## config.mk

```make
export PLATFORM = sky130hd
export DESIGN_NAME = cawc_ram
export DESIGN_NICKNAME = d
export VERILOG_FILES = /design/src/hw/rtl/cawc_ram.sv
export SDC_FILE = /design/constraint.sdc
export NUM_CORES = 1
export LEC_CHECK = 0
export BUFFER_PORTS_ARGS = -buffer_cell sky130_fd_sc_hd__buf_2
export CAP_MARGIN = 20
export CORE_UTILIZATION = 61
export CTS_BUF_LIST = sky130_fd_sc_hd__clkbuf_4 sky130_fd_sc_hd__clkbuf_8
export DETAILED_ROUTE_END_ITERATION = 10
export MAX_ROUTING_LAYER = met4
export PLACE_DENSITY_LB_ADDON = 0.3
export SYNTH_ARGS = -nofsm -noshare
export SYNTH_HDL_FRONTEND = slang
export SYNTH_SLANG_ARGS = --single-unit
export TNS_END_PERCENT = 20
```

## constraint.sdc

```tcl
create_clock -name aclk -period 3.6 [get_ports aclk]
set_input_delay 0.9 -clock aclk [delete_from_list [all_inputs] [get_ports aclk]]
set_output_delay 0.9 -clock aclk [all_outputs]
set_load 0.01 [all_outputs]
```

## src/hw/rtl/cawc_ram.sv

```systemverilog
// Generic single-write, single-read RAM with registered read data.
`timescale 1ns / 1ps
`default_nettype none

module cawc_ram #(
    parameter int WIDTH = 8,
    parameter int DEPTH = 64,
    localparam int ADDR_W = $clog2(DEPTH)
) (
    input  wire logic              aclk,
    input  wire logic              we,
    input  wire logic [ADDR_W-1:0] waddr,
    input  wire logic [WIDTH-1:0]  wdata,
    input  wire logic [ADDR_W-1:0] raddr,
    output logic      [WIDTH-1:0]  rdata
);

    logic [WIDTH-1:0] mem [DEPTH];
    logic [WIDTH-1:0] rdata_reg;

    // Write port
    always_ff @(posedge aclk) begin
        if (we) begin
            mem[waddr] <= wdata;
        end
    end

    // Registered read port
    always_ff @(posedge aclk) begin
        rdata_reg <= mem[raddr];
    end

    assign rdata = rdata_reg;

endmodule

`default_nettype wire

```

==> impl_metrics.json, run 1 <==
{
  "grt_pass1_wl_um": 65800,
  "cts_hold_buf": 0,
  "die_area_um2": 33800,
  "p_leak_nw": 7.39,
  "wirelength_um": 43900,
  "cts_tree": "done",
  "h-tree-depth": 3,
  "nets": 1118,
  "hpwl_um": 27300,
  "io_buffers": 29,
  "timing.rr.start": "mem[29][4]$_DFFE_PP_",
  "final_cell_area_um2": 22900,
  "slew_violations": 0,
  "fp.dieW_um": 184,
  "multi_input_area_um2": 4320,
  "cp-start-kind": "input pin",
  "synth_ff_type": "edfxtp_1",
  "cts_resized": 0,
  "wire_per_inst_um": 27.5,
  "drt_iter0_markers": 1151,
  "power_density_nw_per_um2": 525,
  "crit_type": "input pin to register",
  "rows": 66,
  "clk_pin_slew_ns": 0.06,
  "yosysUniqueCellTypes": 40,
  "holdPathEnd": "mem[63][1]$_DFFE_PP_",
  "cpPeakStageDelay_ns": 0.57,
  "cts_root_buf": "clkbuf_8",
  "hold_start": "wdata[1]",
  "crit_fanout": 32,
  "grt_use_total": 0.285,
  "cts_setup_buffers": 0,
  "cell_internal_pwr_mw": 9.39,
  "fp.coreArea_um2": 32500,
  "rsz0062_at_grt": "no",
  "ant_nets": 0,
  "avgViaCountPerCell": 6.31,
  "end_kind": "register",
  "insertion_delay_ns": 0.62,
  "pwr-share-comb": 0.053,
  "period_minus_slack_ns": 2.77,
  "yosysMostFrequentCell": "edfxtp_1",
  "place_area_um2": 21300,
  "synthCells": 940,
  "finalSetupViolations": 0,
  "clock_power_share": 0.387,
  "cts_made_buffers": 81,
  "dp_slack_ns": 0.234,
  "gp_congestion": 0.853,
  "hold_viol_final": 0,
  "largest_reg_flops": 512,
  "synth_top_cells_by_count": "edfxtp_1, mux4_2, nor2_1",
  "swShare": 0.218,
  "min_path_cells": 1,
  "synth_edf_count": 512,
  "status": "completed",
  "fillers": 1984,
  "ios": 30,
  "start_util": 0.620,
  "arrival_ns": 3.23,
  "skew_ns": 0.0420,
  "critical_path.slowest_cell": "nor3_1",
  "fmax_mhz": 361,
  "syn_to_final_growth_pct": 13.4,
  "die_h_um": 184,
  "rrSetupSlack_ns": 1.29,
  "cts.sinks": 520,
  "synth_top_cell_area_share": 0.762,
  "hold_path.class": "input pin to register",
  "worst_pin_slew_ns": 0.858,
  "holdWs_ns": 0.724,
  "synth_seq_area_share": 0.770,
  "synth_area_leaders": "edfxtp_1, mux4_2, nor2_1, mux2i_1, dfxtp_1",
  "grt_antenna_before_repair": 1,
  "power_mw": 12.0,
  "grt_overflow": 0,
  "grt_max_degree": 65,
  "setup_ws_ns": 0.830,
  "crit_chain": "clkbuf_8 -> buf_4 -> mux4_2 -> o221a_2 -> nor3_1 -> o32ai_1",
  "grt_pass1_vias": 10198,
  "drtPass1Iterations": 5,
  "yosysWarnings": 0,
  "max_cap_violations": 0,
  "async_flop_share": 0,
  "drive_gt1_frac": 0.336,
  "slew_headroom": 0.428,
  "vias": 10082,
  "netlist_area_um2": 20200,
  "regArea_um2": 15500,
  "rr_worst_depth": 5,
  "tns_ns": 0,
  "syn_nets": 962,
  "r2r-end": "rdata[4]$_DFF_P_",
  "netlist.top_cell.by_area": "edfxtp_1",
  "syn_area_per_cell_um2": 21.5,
  "drc": 0,
  "irDropWorstVdd_mv": 0.343,
  "cts_buffer_depth": 3,
  "fin_crit_sh": 0.770,
  "cp.required_ns": 4.06,
  "p_sw_mw": 2.62,
  "ys_seq_elements": 520,
  "pwr-share-seq": 0.559
}
through the flow:
| stage | std cells | utilization |
|---|---|---|
| after global routing | 1596 | 0.703 |
| after detailed placement | 1452 | 0.654 |
| after CTS | 1592 | 0.700 |
| final | 1597 | 0.703 |
| after floorplan | 940 | - |
| after global placement | 1452 | 0.654 |
power groups by stage:
| stage | clock network [mW] | logic [mW] | registers [mW] |
|---|---|---|---|
| 2_1_floorplan | 0 | 0.357 | 6.84 |
| 3_3_place_gp | 0 | 0.618 | 6.84 |
| 3_5_place_dp | 0 | 0.633 | 6.85 |
| 4_1_cts | 4.71 | 0.634 | 6.72 |
| 5_1_grt | 4.97 | 0.680 | 6.72 |
| 6_report | 4.65 | 0.642 | 6.72 |
worst max path at each step:
stage             start                to  slack [ns]  depth (start not counted)
2_1_floorplan  raddr[1]  rdata[3]$_DFF_P_        1.03                          7
3_3_place_gp   raddr[0]  rdata[4]$_DFF_P_        0.28                          6
3_5_place_dp   raddr[0]  rdata[4]$_DFF_P_        0.23                          6
4_1_cts        raddr[0]  rdata[4]$_DFF_P_        0.85                          6
5_1_grt        raddr[0]  rdata[6]$_DFF_P_        0.67                          6
6_report       raddr[0]  rdata[4]$_DFF_P_        0.83                          6
critical path, delay by kind of cell:
kind                   cells  cell delay [ns]
AOI/OAI and AO/OA          2             0.44
buffers and inverters      2             0.72
muxes                      1             0.54
and+or+nand+nor            1             0.57
logic make-up (layout without fill, tap and decap cells):
logic type             Yosys count  count (layout)  synth area share
and+or+nand+nor                153             153            0.0339
AOI/OAI and AO/OA               54              54            0.0207
muxes                          162             162             0.159
buffers and inverters           51             264            0.0157
other                            0               2                 0
DFF                            520             520             0.770
per-layer routing:
layer  wire, µm  up-vias  GRT usage
met5          0        -          -
met3       3700       93     0.0561
li1           -     4248          -
met1      17500     5254      0.395
met4       1330        0     0.0980
met2      21400      487      0.430
layout by cell type, fill, tap and decap left out, types with 18 or more instances in the layout:
cell type / count
mux2i_1: 23
nand2_1: 19
buf_4: 92
edfxtp_1: 512
clkbuf_8: 83
clkinv_1: 18
mux4_2: 126
nor2_1: 83
buf_2: 26
clkbuf_4: 21
layout make-up:
class / count / share of cell area
flip-flops and latches: 520 / 0.680
repair buffers: 124 / 0.0412
well taps: 442 / 0.0242
clock buffers: 103 / 0.0563
diodes: 2 / 0.000219
clock inverters: 37 / 0.00980
multi-input cells: 369 / 0.189
Note: power is estimated with default switching activity, not from simulation.
==> run 2: changes to the inputs <==
clock period = 2.9 ns   (was 3.6 ns; I/O delays follow)
==> run 2 against run 1 <==
  * Sequential share of layout area shrank 1.2 points
  * Largest power group unchanged
  * Register-to-register slack worse by 0.52 ns
  * Die area unchanged
  * Highest routed layer unchanged
  * Critical path depth did not move
  * Total power is 28% higher
  * Clock power increased by 32%
  * Sequential cell count did not move
  * Hold slack worse by 0.12 ns
  * Combinational power increased by 26%
  * First-iteration DRC count up 20%
  * Global-route usage up 0.25 points
==> impl_metrics.json, run 2 (same netlist as run 1, synthesis figures left out) <==
{
  "gp_congestion": 0.861,
  "grt_max_degree": 65,
  "holdWs_ns": 0.605,
  "io_buffers": 29,
  "slew_violations": 0,
  "insertion_delay_ns": 0.61,
  "fin_crit_sh": 0.787,
  "tns_ns": 0,
  "layout_common_cells": "edfxtp_1, mux4_2, buf_4",
  "clk_pin_slew_ns": 0.06,
  "fp.coreArea_um2": 32500,
  "crit_fanout": 21,
  "grt_antenna_before_repair": 1,
  "dp_slack_ns": 0.0149,
  "hold_start": "wdata[2]",
  "slew_headroom": 0.495,
  "drive_gt1_frac": 0.363,
  "ios": 30,
  "finalSetupViolations": 0,
  "start_util": 0.620,
  "fmax_mhz": 438,
  "cts_tree": "done",
  "status": "completed",
  "max_cap_violations": 0,
  "cp-start-kind": "input pin",
  "final_util": 0.715,
  "cts_setup_buffers": 0,
  "rrSetupSlack_ns": 0.77,
  "largest_reg_flops": 512,
  "drc": 0,
  "cts_root_buf": "clkbuf_8",
  "crit_type": "input pin to register",
  "die_area_um2": 33800,
  "worst_pin_slew_ns": 0.757,
  "hpwl_um": 27600,
  "rows": 66,
  "finalNonFillerCells": 1637,
  "wire_per_inst_um": 26.9,
  "cts_made_buffers": 80,
  "grt_pass1_vias": 10684,
  "skew_ns": 0.0311,
  "cts_hold_buf": 0,
  "p_leak_nw": 7.63,
  "drtPass1Iterations": 5,
  "rsz0062_at_grt": "no",
  "power_density_nw_per_um2": 659,
  "arrival_ns": 2.74,
  "vias": 10202,
  "timing.rr.start": "mem[28][6]$_DFFE_PP_",
  "dp.cells": 1488,
  "cts_buffer_depth": 3,
  "hold_path.class": "input pin to register",
  "critical_path.startpoint": "raddr[0]",
  "period_minus_slack_ns": 2.28,
  "cts.sinks": 520,
  "power_mw": 15.3,
  "h-tree-depth": 3,
  "setup_ws_ns": 0.619,
  "drt_iter0_markers": 1378,
  "final_cell_area_um2": 23300,
  "cp.required_ns": 3.36,
  "grt_overflow": 0,
  "cts_resized": 0,
  "hold_viol_final": 0,
  "wirelength_um": 44100,
  "die_h_um": 184,
  "avgViaCountPerCell": 6.23,
  "irDropWorstVdd_mv": 0.501,
  "nets": 1150,
  "grt_use_total": 0.287,
  "end_kind": "register",
  "layout_commonest_cell": "edfxtp_1",
  "grt_pass1_wl_um": 66400,
  "fp.dieW_um": 184,
  "place_area_um2": 21600,
  "ant_nets": 0,
  "syn_to_final_growth_pct": 15.3
}
==> run 2: per-layer routing <==
metal / up-vias / global-route usage / wire (µm) / share of wire
li1: 4324 / - / - / -
met3: 103 / 0.0658 / 3760 / 0.085
met5: - / - / 0 / 0
met2: 481 / 0.440 / 21500 / 0.49
met4: 0 / 0.118 / 1590 / 0.036
met1: 5294 / 0.377 / 17300 / 0.39
==> run 2: power breakdown <==
group | internal, mW | switching [mW] | leakage (nW) | total [mW]
Clock | 3.40 | 2.77 | 0.868 | 6.16
Sequential | 8.32 | 0.0255 | 4.67 | 8.35
Combinational | 0.331 | 0.481 | 2.09 | 0.811
Total | 12.0 | 3.27 | 7.63 | 15.3
==> run 2: area by class of cell <==
| cell class | instances | area, µm² |
|---|---|---|
| Clock buffer | 114 | 1390 |
| Clock inverter | 34 | 254 |
| Timing Repair Buffer | 157 | 1210 |
| Fill cell | 1980 | 9280 |
| Multi-Input combinational cell | 369 | 4320 |
| Sequential cell | 520 | 15500 |
| Antenna cell | 1 | 2.50 |
| Tap cell | 442 | 553 |
==> run 2: worst max-delay path, cell delays in order <==
cell	delay, ns
clkbuf_8	0.31
mux4_2	0.57
mux2_2	0.30
o221a_2	0.29
nor3_1	0.38
o32ai_1	0.16
==> run 2: final timing paths <==
check	endpoint	cells after the start
max	rdata[6]$_DFF_P_	6
min	mem[44][2]$_DFFE_PP_	1
min reg2reg	rdata[4]$_DFF_P_	3
max reg2reg	rdata[6]$_DFF_P_	5
