`config.mk`:
```
export PLATFORM = sky130hd
export DESIGN_NAME = cawc_scan
export DESIGN_NICKNAME = d
export VERILOG_FILES = /design/src/hw/rtl/cawc_pkg.sv /design/src/hw/rtl/cawc_scan.sv
export SDC_FILE = /design/constraint.sdc
export NUM_CORES = 1
export LEC_CHECK = 0
export BUFFER_PORTS_ARGS = -buffer_cell sky130_fd_sc_hd__buf_2
export CORE_MARGIN = 2
export CORE_UTILIZATION = 41
export DETAILED_ROUTE_END_ITERATION = 10
export PLACE_DENSITY = 0.9
export SKIP_LAST_GASP = 1
export SLEW_MARGIN = 20
export SYNTH_ARGS = -nofsm -noshare
export SYNTH_HDL_FRONTEND = slang
export SYNTH_SLANG_ARGS = --single-unit
```
`constraint.sdc`:
```
create_clock -name aclk -period 2.91 [get_ports aclk]
set_input_delay 0.291 -clock aclk [delete_from_list [all_inputs] [get_ports aclk]]
set_output_delay 0.291 -clock aclk [all_outputs]
set_load 0.01 [all_outputs]
```
`src/hw/rtl/cawc_pkg.sv`:
```
// Shared types, constants and key helpers for the card access whitelist controller.
`timescale 1ns / 1ps
`default_nettype none

package cawc_pkg;

    // Table size default and fixed field widths
    localparam int TABLE_DEPTH_DEFAULT = 64;
    localparam int LEN_W       = 4;
    localparam int UID_LO_W    = 64;
    localparam int UID_HI_W    = 16;
    localparam int TICK_W      = 16;
    localparam int CFG_W       = 64;
    localparam int CFG_ADDR_W  = 3;
    localparam int OP_W        = 3;
    localparam int COUNT_OUT_W = 7;
    localparam int IN_DATA_W   = 88;
    localparam int OUT_DATA_W  = 16;

    localparam logic [LEN_W-1:0]  MAX_UID_LEN         = 4'd10;
    localparam logic [TICK_W-1:0] SHORT_TIMEOUT_RESET = 16'd2000;
    localparam logic [TICK_W-1:0] LONG_TIMEOUT_RESET  = 16'd5000;

    // Configuration register indexes
    localparam logic [CFG_ADDR_W-1:0] CFG_ADD_LEN       = 3'd0;
    localparam logic [CFG_ADDR_W-1:0] CFG_ADD_LOW       = 3'd1;
    localparam logic [CFG_ADDR_W-1:0] CFG_ADD_HIGH      = 3'd2;
    localparam logic [CFG_ADDR_W-1:0] CFG_REM_LEN       = 3'd3;
    localparam logic [CFG_ADDR_W-1:0] CFG_REM_LOW       = 3'd4;
    localparam logic [CFG_ADDR_W-1:0] CFG_REM_HIGH      = 3'd5;
    localparam logic [CFG_ADDR_W-1:0] CFG_SHORT_TIMEOUT = 3'd6;
    localparam logic [CFG_ADDR_W-1:0] CFG_LONG_TIMEOUT  = 3'd7;

    typedef enum logic [OP_W-1:0] {
        OP_TICK   = 3'd0,
        OP_CARD   = 3'd1,
        OP_ADD    = 3'd2,
        OP_REMOVE = 3'd3,
        OP_CLEAR  = 3'd4
    } op_t;

    typedef enum logic [2:0] {
        MODE_IDLE   = 3'd0,
        MODE_OK     = 3'd1,
        MODE_BAD    = 3'd2,
        MODE_ADD    = 3'd3,
        MODE_REMOVE = 3'd4
    } mode_t;

    typedef enum logic [2:0] {
        ST_INIT,
        ST_IDLE,
        ST_SCAN,
        ST_CLEAR,
        ST_APPLY,
        ST_RESP
    } state_t;

    // Normalised card key: length clamped, unused bytes zeroed
    typedef struct packed {
        logic [LEN_W-1:0]    len;
        logic [UID_HI_W-1:0] hi;
        logic [UID_LO_W-1:0] lo;
    } key_t;

    typedef struct packed {
        logic valid;
        key_t key;
    } entry_t;

    localparam int ENTRY_W = $bits(entry_t);

    // Status from the table scanner
    typedef struct packed {
        logic done;
        logic found;
        logic free_found;
    } scan_stat_t;

    // Result item, lowest field in the lowest bits
    typedef struct packed {
        logic [COUNT_OUT_W-1:0] entry_count;
        logic                   table_full;
        logic                   unknown_card;
        logic                   access_granted;
        logic                   mode_changed;
        logic                   card_known;
        logic [2:0]             mode;
    } result_t;

    // Clamp the length to ten bytes and zero every byte beyond it
    function automatic key_t make_key(input logic [LEN_W-1:0] len,
                                      input logic [UID_LO_W-1:0] lo,
                                      input logic [UID_HI_W-1:0] hi);
        key_t             k;
        logic [LEN_W-1:0] l;
        l = (len > MAX_UID_LEN) ? MAX_UID_LEN : len;
        k.len = l;
        for (int b = 0; b < 8; b++) begin
            k.lo[8*b +: 8] = (l > LEN_W'(b)) ? lo[8*b +: 8] : 8'h00;
        end
        k.hi[7:0]  = (l > 4'd8) ? hi[7:0]  : 8'h00;
        k.hi[15:8] = (l > 4'd9) ? hi[15:8] : 8'h00;
        return k;
    endfunction

endpackage

`default_nettype wire

```
`src/hw/rtl/cawc_scan.sv`:
```
// Table scanner: reads every entry once, finds the matching key and the first free entry.
`timescale 1ns / 1ps
`default_nettype none

module cawc_scan
    import cawc_pkg::*;
#(
    parameter int TABLE_DEPTH = TABLE_DEPTH_DEFAULT,
    localparam int IDX_W = $clog2(TABLE_DEPTH)
) (
    input  wire logic               aclk,
    input  wire logic               aresetn,
    input  wire logic               start,
    input  wire key_t               key,
    output logic      [IDX_W-1:0]   rd_addr,
    input  wire logic [ENTRY_W-1:0] rd_data,
    output scan_stat_t              stat,
    output logic      [IDX_W-1:0]   found_idx,
    output logic      [IDX_W-1:0]   free_idx
);

    logic             busy_reg;
    logic [IDX_W-1:0] idx_reg;
    logic             chk_valid_reg;
    logic [IDX_W-1:0] chk_idx_reg;
    logic             chk_last_reg;
    logic             found_reg;
    logic             free_reg;
    logic [IDX_W-1:0] found_idx_reg;
    logic [IDX_W-1:0] free_idx_reg;

    entry_t rd_entry;
    logic   last_issue;
    logic   hit;
    logic   empty;

    assign rd_entry   = entry_t'(rd_data);
    assign last_issue = (idx_reg == IDX_W'(TABLE_DEPTH - 1));
    assign hit        = chk_valid_reg && rd_entry.valid && (rd_entry.key == key);
    assign empty      = chk_valid_reg && !rd_entry.valid;
    assign rd_addr    = idx_reg;

    // Issue one read a cycle, then compare the returned entry in the cycle after its read is issued
    always_ff @(posedge aclk) begin
        if (!aresetn) begin
            busy_reg      <= 1'b0;
            idx_reg       <= '0;
            chk_valid_reg <= 1'b0;
            chk_last_reg  <= 1'b0;
            found_reg     <= 1'b0;
            free_reg      <= 1'b0;
        end else begin
            chk_valid_reg <= busy_reg;
            chk_last_reg  <= last_issue;
            if (start) begin
                busy_reg  <= 1'b1;
                idx_reg   <= '0;
                found_reg <= 1'b0;
                free_reg  <= 1'b0;
            end else begin
                if (busy_reg) begin
                    idx_reg <= idx_reg + IDX_W'(1);
                    if (last_issue) begin
                        busy_reg <= 1'b0;
                    end
                end
                if (hit) begin
                    found_reg <= 1'b1;
                end
                if (empty) begin
                    free_reg <= 1'b1;
                end
            end
        end
    end

    // Hold the first matching and first free index
    always_ff @(posedge aclk) begin
        chk_idx_reg <= idx_reg;
        if (hit && !found_reg) begin
            found_idx_reg <= chk_idx_reg;
        end
        if (empty && !free_reg) begin
            free_idx_reg <= chk_idx_reg;
        end
    end

    assign stat.done       = chk_valid_reg && chk_last_reg;
    assign stat.found      = found_reg;
    assign stat.free_found = free_reg;
    assign found_idx       = found_idx_reg;
    assign free_idx        = free_idx_reg;

endmodule

`default_nettype wire

```
==> flow_summary.ini, run 1 <==
[floorplanning]
pin_count = 193
start_util = 0.422
rows = 26
die_w_um = 76.1
fp.dieH_um = 76.1
fp.dieArea_um2 = 5780
core_area_um2 = 5040

[synth]
async_flop_share = 0
yosysWarnings = 0
syn_area_um2 = 2130
synth_edf_count = 12
postSynthRegisterBits = 29
synth.avg_cell_area_um2 = 9.21
syn_inst = 231
syn_nets = 404
synth_cell_types = 37
synthFlopType = dfxtp_1
seq_area_frac_synth = 0.329

[layout]
drive_gt1_frac = 0.481
finalNonFillerCells = 498
syn_to_final_growth_pct = 54.0
final_area_um2 = 3280
mostFrequentLayoutCells = buf_2 (192), xnor2_1 (56), nand4_1 (34)
mostFrequentLayoutCell = buf_2
n_antenna_cell = 0
fin_nets = 600

[clock_tree]
numClockSinks = 29
clkTransAtPathRegs_ns = 0.06
cts_resized = 0
worstSkewPairLatency_ns = 0.28
h-tree-depth = 2
cts_buffers = 5
tritoncts = done
cts_root_buffer = clkbuf_8
clock_path_buffers = 2
cts_hold_buffers = 0
postCtsSetupRepairBufs = 0

[sta]
drv_slew = 0
setup_viol = 0
fin_crit_ns = 1.78
finalClockSkew_ns = 0.00926
maxClockFrequency_ghz = 0.562
hold_violations = 0
relSlewSlack = 0.410
rsz0062_at_grt = no
period_share = 0.611
tightest_slew_ns = 0.883
setup_tns_ns = 0

[routing]
via_per_inst = 4.96
routed_wirelength_um = 7010
ant_nets = 0
drtIter0Drc = 69
firstDrtPassIters = 4
drc = 0
vias = 2468
wl_per_cell_um = 14.1

[placed_design]
numPlacedInstances = 490
gp_congestion = 0.872
dp_hpwl_um = 6230
io_buffers = 192
placed_area_um2 = 3160

[job]
drv_cap = 0

[setup_path]
reg2reg_slack_ns = 1.40
worst_setup_path_end_kind = flip-flop
arrival_ns = 1.77
start_kind = input port
r2r_cells = 5
reg2reg_to = found_idx[5]
r2r_start = chk_valid_reg
path_class = input port to flip-flop
cp_max_fo = 6
worst_ep_required_time_ns = 2.90

[power_and_ir_drop]
cellPowerDensity_nw_per_um2 = 353
ir_drop_mv = 0.260
p_int_uw = 877
switchingPower_uw = 278
netSwitchingFraction = 0.241
pwr-share-clk = 0.365
power.static_leakage_uw = 0.00150
seqPwrFrac = 0.374
comb_power_share = 0.262

[global_route]
grt_first_pass_wirelength_um = 11200
grt_max_degree = 10
antenna_found_initial = 0
grt_use_total = 0.238
grt_overflow_total = 0
grt_pass1_vias = 2554

[outcome]
status = completed

[hold_path]
min_to = busy_reg
hold_depth = 3
hold_start = start
min_path_type = input port to flip-flop
-- worst max-delay path: stages --
cell and delay [ns]:
buf_2 0.10, nor2b_1 0.12, a2111o_1 0.41, nor4_2 0.25
nand4_1 0.21, nor3_1 0.19, buf_4 0.19
-- area by class of cell --
class | instances | area, um2
fillers | 414 | 1760
multi-input cells | 186 | 1360
repair buffers | 193 | 968
flip-flops and latches | 29 | 701
well taps | 70 | 87.6
clock buffers | 7 | 86.3
inverters | 12 | 45.0
clock inverters | 1 | 30.0
-- worst max path at each step --
stage	from	endpoint	slack, ns	cells after the start
2_1_floorplan	key[81]	found_idx[0]	0.88	5
3_3_place_gp	key[6]	found_idx[3]	0.88	7
3_5_place_dp	key[81]	found_idx[5]	0.84	7
4_1_cts	key[81]	found_idx[4]	1.14	7
5_1_grt	key[81]	found_idx[5]	1.10	7
6_report	key[81]	found_idx[5]	1.13	7
-- cells by family after synthesis --
logic type,share of synthesized area
mux,0.00470
fa+ha+maj,0.00588
buf+inv,0.0317
flops,0.329
xor+xnor,0.251
simple gates,0.319
compound gates,0.0582
-- synth_stat cells, drive strengths merged, types with 2 or more instances --
library cell / number / area [um2]
nor2: 8 / 30.0
nand2b: 29 / 181
dfxtp: 17 / 340
inv: 11 / 41.3
clkbuf: 2 / 7.51
xor2: 5 / 43.8
and2: 2 / 12.5
nand4: 34 / 213
nand3: 3 / 15.0
nor4: 11 / 81.3
nand2: 4 / 15.0
or2b: 7 / 52.6
o2111ai: 3 / 32.5
nor2b: 5 / 38.8
xnor2: 56 / 490
a2111o: 2 / 22.5
a21oi: 3 / 15.0
edfxtp: 12 / 360
buf: 2 / 15.0
o221ai: 2 / 17.5
-- per-layer routing --
metal / routed length [um] / vias up / global-route usage / part of all wire
met4: 115 / 0 / 0.0782 / 0.016
met5: 0 / - / 0 / 0
li1: - / 1218 / - / -
met2: 3560 / 156 / 0.446 / 0.51
met3: 717 / 16 / 0.0794 / 0.10
met1: 2620 / 1078 / 0.250 / 0.37
-- per-stage QoR --
stage          hold WS (ns)  setup WS (ns)  total power [uW]  utilization
2_1_floorplan         0.404          0.880               580            -
3_3_place_gp          0.370          0.885               732        0.627
3_5_place_dp          0.379          0.841               741        0.627
4_1_cts               0.266           1.14              1160        0.650
5_1_grt               0.279           1.10              1210        0.650
6_report              0.271           1.13              1160        0.650
-- power by group through the flow --
stage | Combinational (uW) | Clock [uW] | Sequential (uW)
3_3_place_gp | 292 | 0 | 440
6_report | 302 | 422 | 432
4_1_cts | 302 | 427 | 432
3_5_place_dp | 301 | 0 | 441
5_1_grt | 330 | 443 | 432
2_1_floorplan | 141 | 0 | 439
Note: power is estimated with default switching activity, not from simulation.
==> run 2: changes to the inputs <==
--- a/config.mk
+++ b/config.mk
@@ -7,9 +7,9 @@
 export LEC_CHECK = 0
 export BUFFER_PORTS_ARGS = -buffer_cell sky130_fd_sc_hd__buf_2
 export CORE_MARGIN = 2
-export CORE_UTILIZATION = 41
+export CORE_UTILIZATION = 38
 export DETAILED_ROUTE_END_ITERATION = 10
-export PLACE_DENSITY = 0.9
+export PLACE_DENSITY = 0.85
 export SKIP_LAST_GASP = 1
 export SLEW_MARGIN = 20
 export SYNTH_ARGS = -nofsm -noshare
==> constraint.sdc (replaced) <==
create_clock -name aclk -period 1.65 [get_ports aclk]
set_input_delay 0.165 -clock aclk [delete_from_list [all_inputs] [get_ports aclk]]
set_output_delay 0.165 -clock aclk [all_outputs]
set_load 0.01 [all_outputs]
==> flow_summary.ini, run 2 (synthesis results as in run 1) <==
[hold_path]
min_path_type = input port to flip-flop

[sta]
finalClockSkew_ns = 0.00667
setup_tns_ns = 0
relSlewSlack = 0.783
rsz0062_at_grt = yes
fin_crit_ns = 1.57
tightest_slew_ns = 0.323
setup_viol = 0
maxClockFrequency_ghz = 0.639
hold_violations = 0
period_share = 0.949
drv_slew = 0

[routing]
via_per_inst = 4.94
vias = 2578
wl_per_cell_um = 14.0
drtIter0Drc = 66
routed_wirelength_um = 7330
firstDrtPassIters = 4
ant_nets = 0
drc = 0

[global_route]
antenna_found_initial = 0
grt_max_degree = 11
grt_overflow_total = 0
grt_pass1_vias = 2569
grt_first_pass_wirelength_um = 11000
grt_use_total = 0.223

[setup_path]
start_kind = input port
slowest_delay_ns = 0.37
arrival_ns = 1.52
worst_setup_path_end_kind = flip-flop
path_class = input port to flip-flop
crit_path_cell_trace = buf_2 -> xnor2_2 -> nand4_1 -> nor4_2 -> nand4_1 -> nor3_4
worst_path_most_repeated_cell = nand4_1
cp_max_fo = 6
slowest_stage = nor3_4
worst_ep_required_time_ns = 1.60

[clock_tree]
h-tree-depth = 2
clkTransAtPathRegs_ns = 0.06
numClockSinks = 29
clock_path_buffers = 2
postCtsSetupRepairBufs = 0
cts_hold_buffers = 0
cts_root_buffer = clkbuf_8
tritoncts = done
cts_buffers = 5
worstSkewPairLatency_ns = 0.28

[floorplanning]
rows = 27
fp.dieH_um = 78.8
die_w_um = 78.8
pin_count = 193
core_area_um2 = 5470
start_util = 0.389
fp.dieArea_um2 = 6220

[layout]
finalNonFillerCells = 522
n_antenna_cell = 0
drive_gt1_frac = 0.549
mostFrequentLayoutCells = buf_2 (186), xnor2_1 (45), nand4_1 (34)
fin_nets = 622
mostFrequentLayoutCell = buf_2
syn_to_final_growth_pct = 70.5

[placed_design]
dp_hpwl_um = 6470
gp_congestion = 0.857
numPlacedInstances = 514
io_buffers = 192

[outcome]
status = completed

[power_and_ir_drop]
power.static_leakage_uw = 0.00171
ir_drop_mv = 0.504
cellPowerDensity_nw_per_um2 = 627

[job]
drv_cap = 0
## run 2: area by class of cell
class	instances	area, um2
fill	470	1840
inverter	12	45.0
tap	72	90.1
multi-input combinational	186	1490
sequential	29	701
clock inverter	3	65.1
clock buffer	5	68.8
timing repair buffer	215	1170
## run 2: power breakdown
part / total (uW) / internal, uW / switching [uW]
Combinational: 640 / 380 / 260
Clock: 874 / 599 / 274
Sequential: 761 / 752 / 8.60
## run 2: routing by layer
layer,up-vias,track usage,part of all wire
met5,-,0,0
met4,0,0.0897,0.034
met3,27,0.0523,0.078
met2,132,0.423,0.51
met1,1156,0.237,0.38
li1,1263,-,-
## run 2: path summary, 6_finish.rpt
check | startpoint | end | slack (ns) | cells past startpoint
hold reg to reg | rd_addr[5] | chk_idx_reg[5] | 0.39 | 0
setup / recovery | key[26] | found_idx[1] | 0.08 | 6
hold / removal | aresetn | chk_valid_reg | 0.15 | 2
setup reg to reg | chk_valid_reg | found_idx[1] | 0.12 | 4
## run 2: worst max-delay path, delay by kind of cell
family	cells	cell delay, ns
and+or+nand+nor	4	1.06
xor gates and xnor gates	1	0.17
buffers and inverters	1	0.12
## run 2: timing repair
item	in CTS	in global routing
resized for setup	0	26
endpoints found under the setup margin	0	6
endpoints found under the hold margin	0	0
## run 2: stage by stage
| stage | hold slack [ns] | power [uW] | area (um2) | utilization | setup WS (ns) |
|---|---|---|---|---|---|
| global placement | 0.378 | 1350 | 3340 | 0.610 | -0.198 |
| floorplan | 0.282 | 1020 | 2140 | - | 0.0160 |
| CTS | 0.148 | 2240 | 3470 | 0.635 | 0.0223 |
| finish | 0.154 | 2270 | 3630 | 0.663 | 0.0849 |
| detailed placement | 0.382 | 1370 | 3340 | 0.610 | -0.283 |
| global route | 0.173 | 2380 | 3630 | 0.663 | -0.0387 |
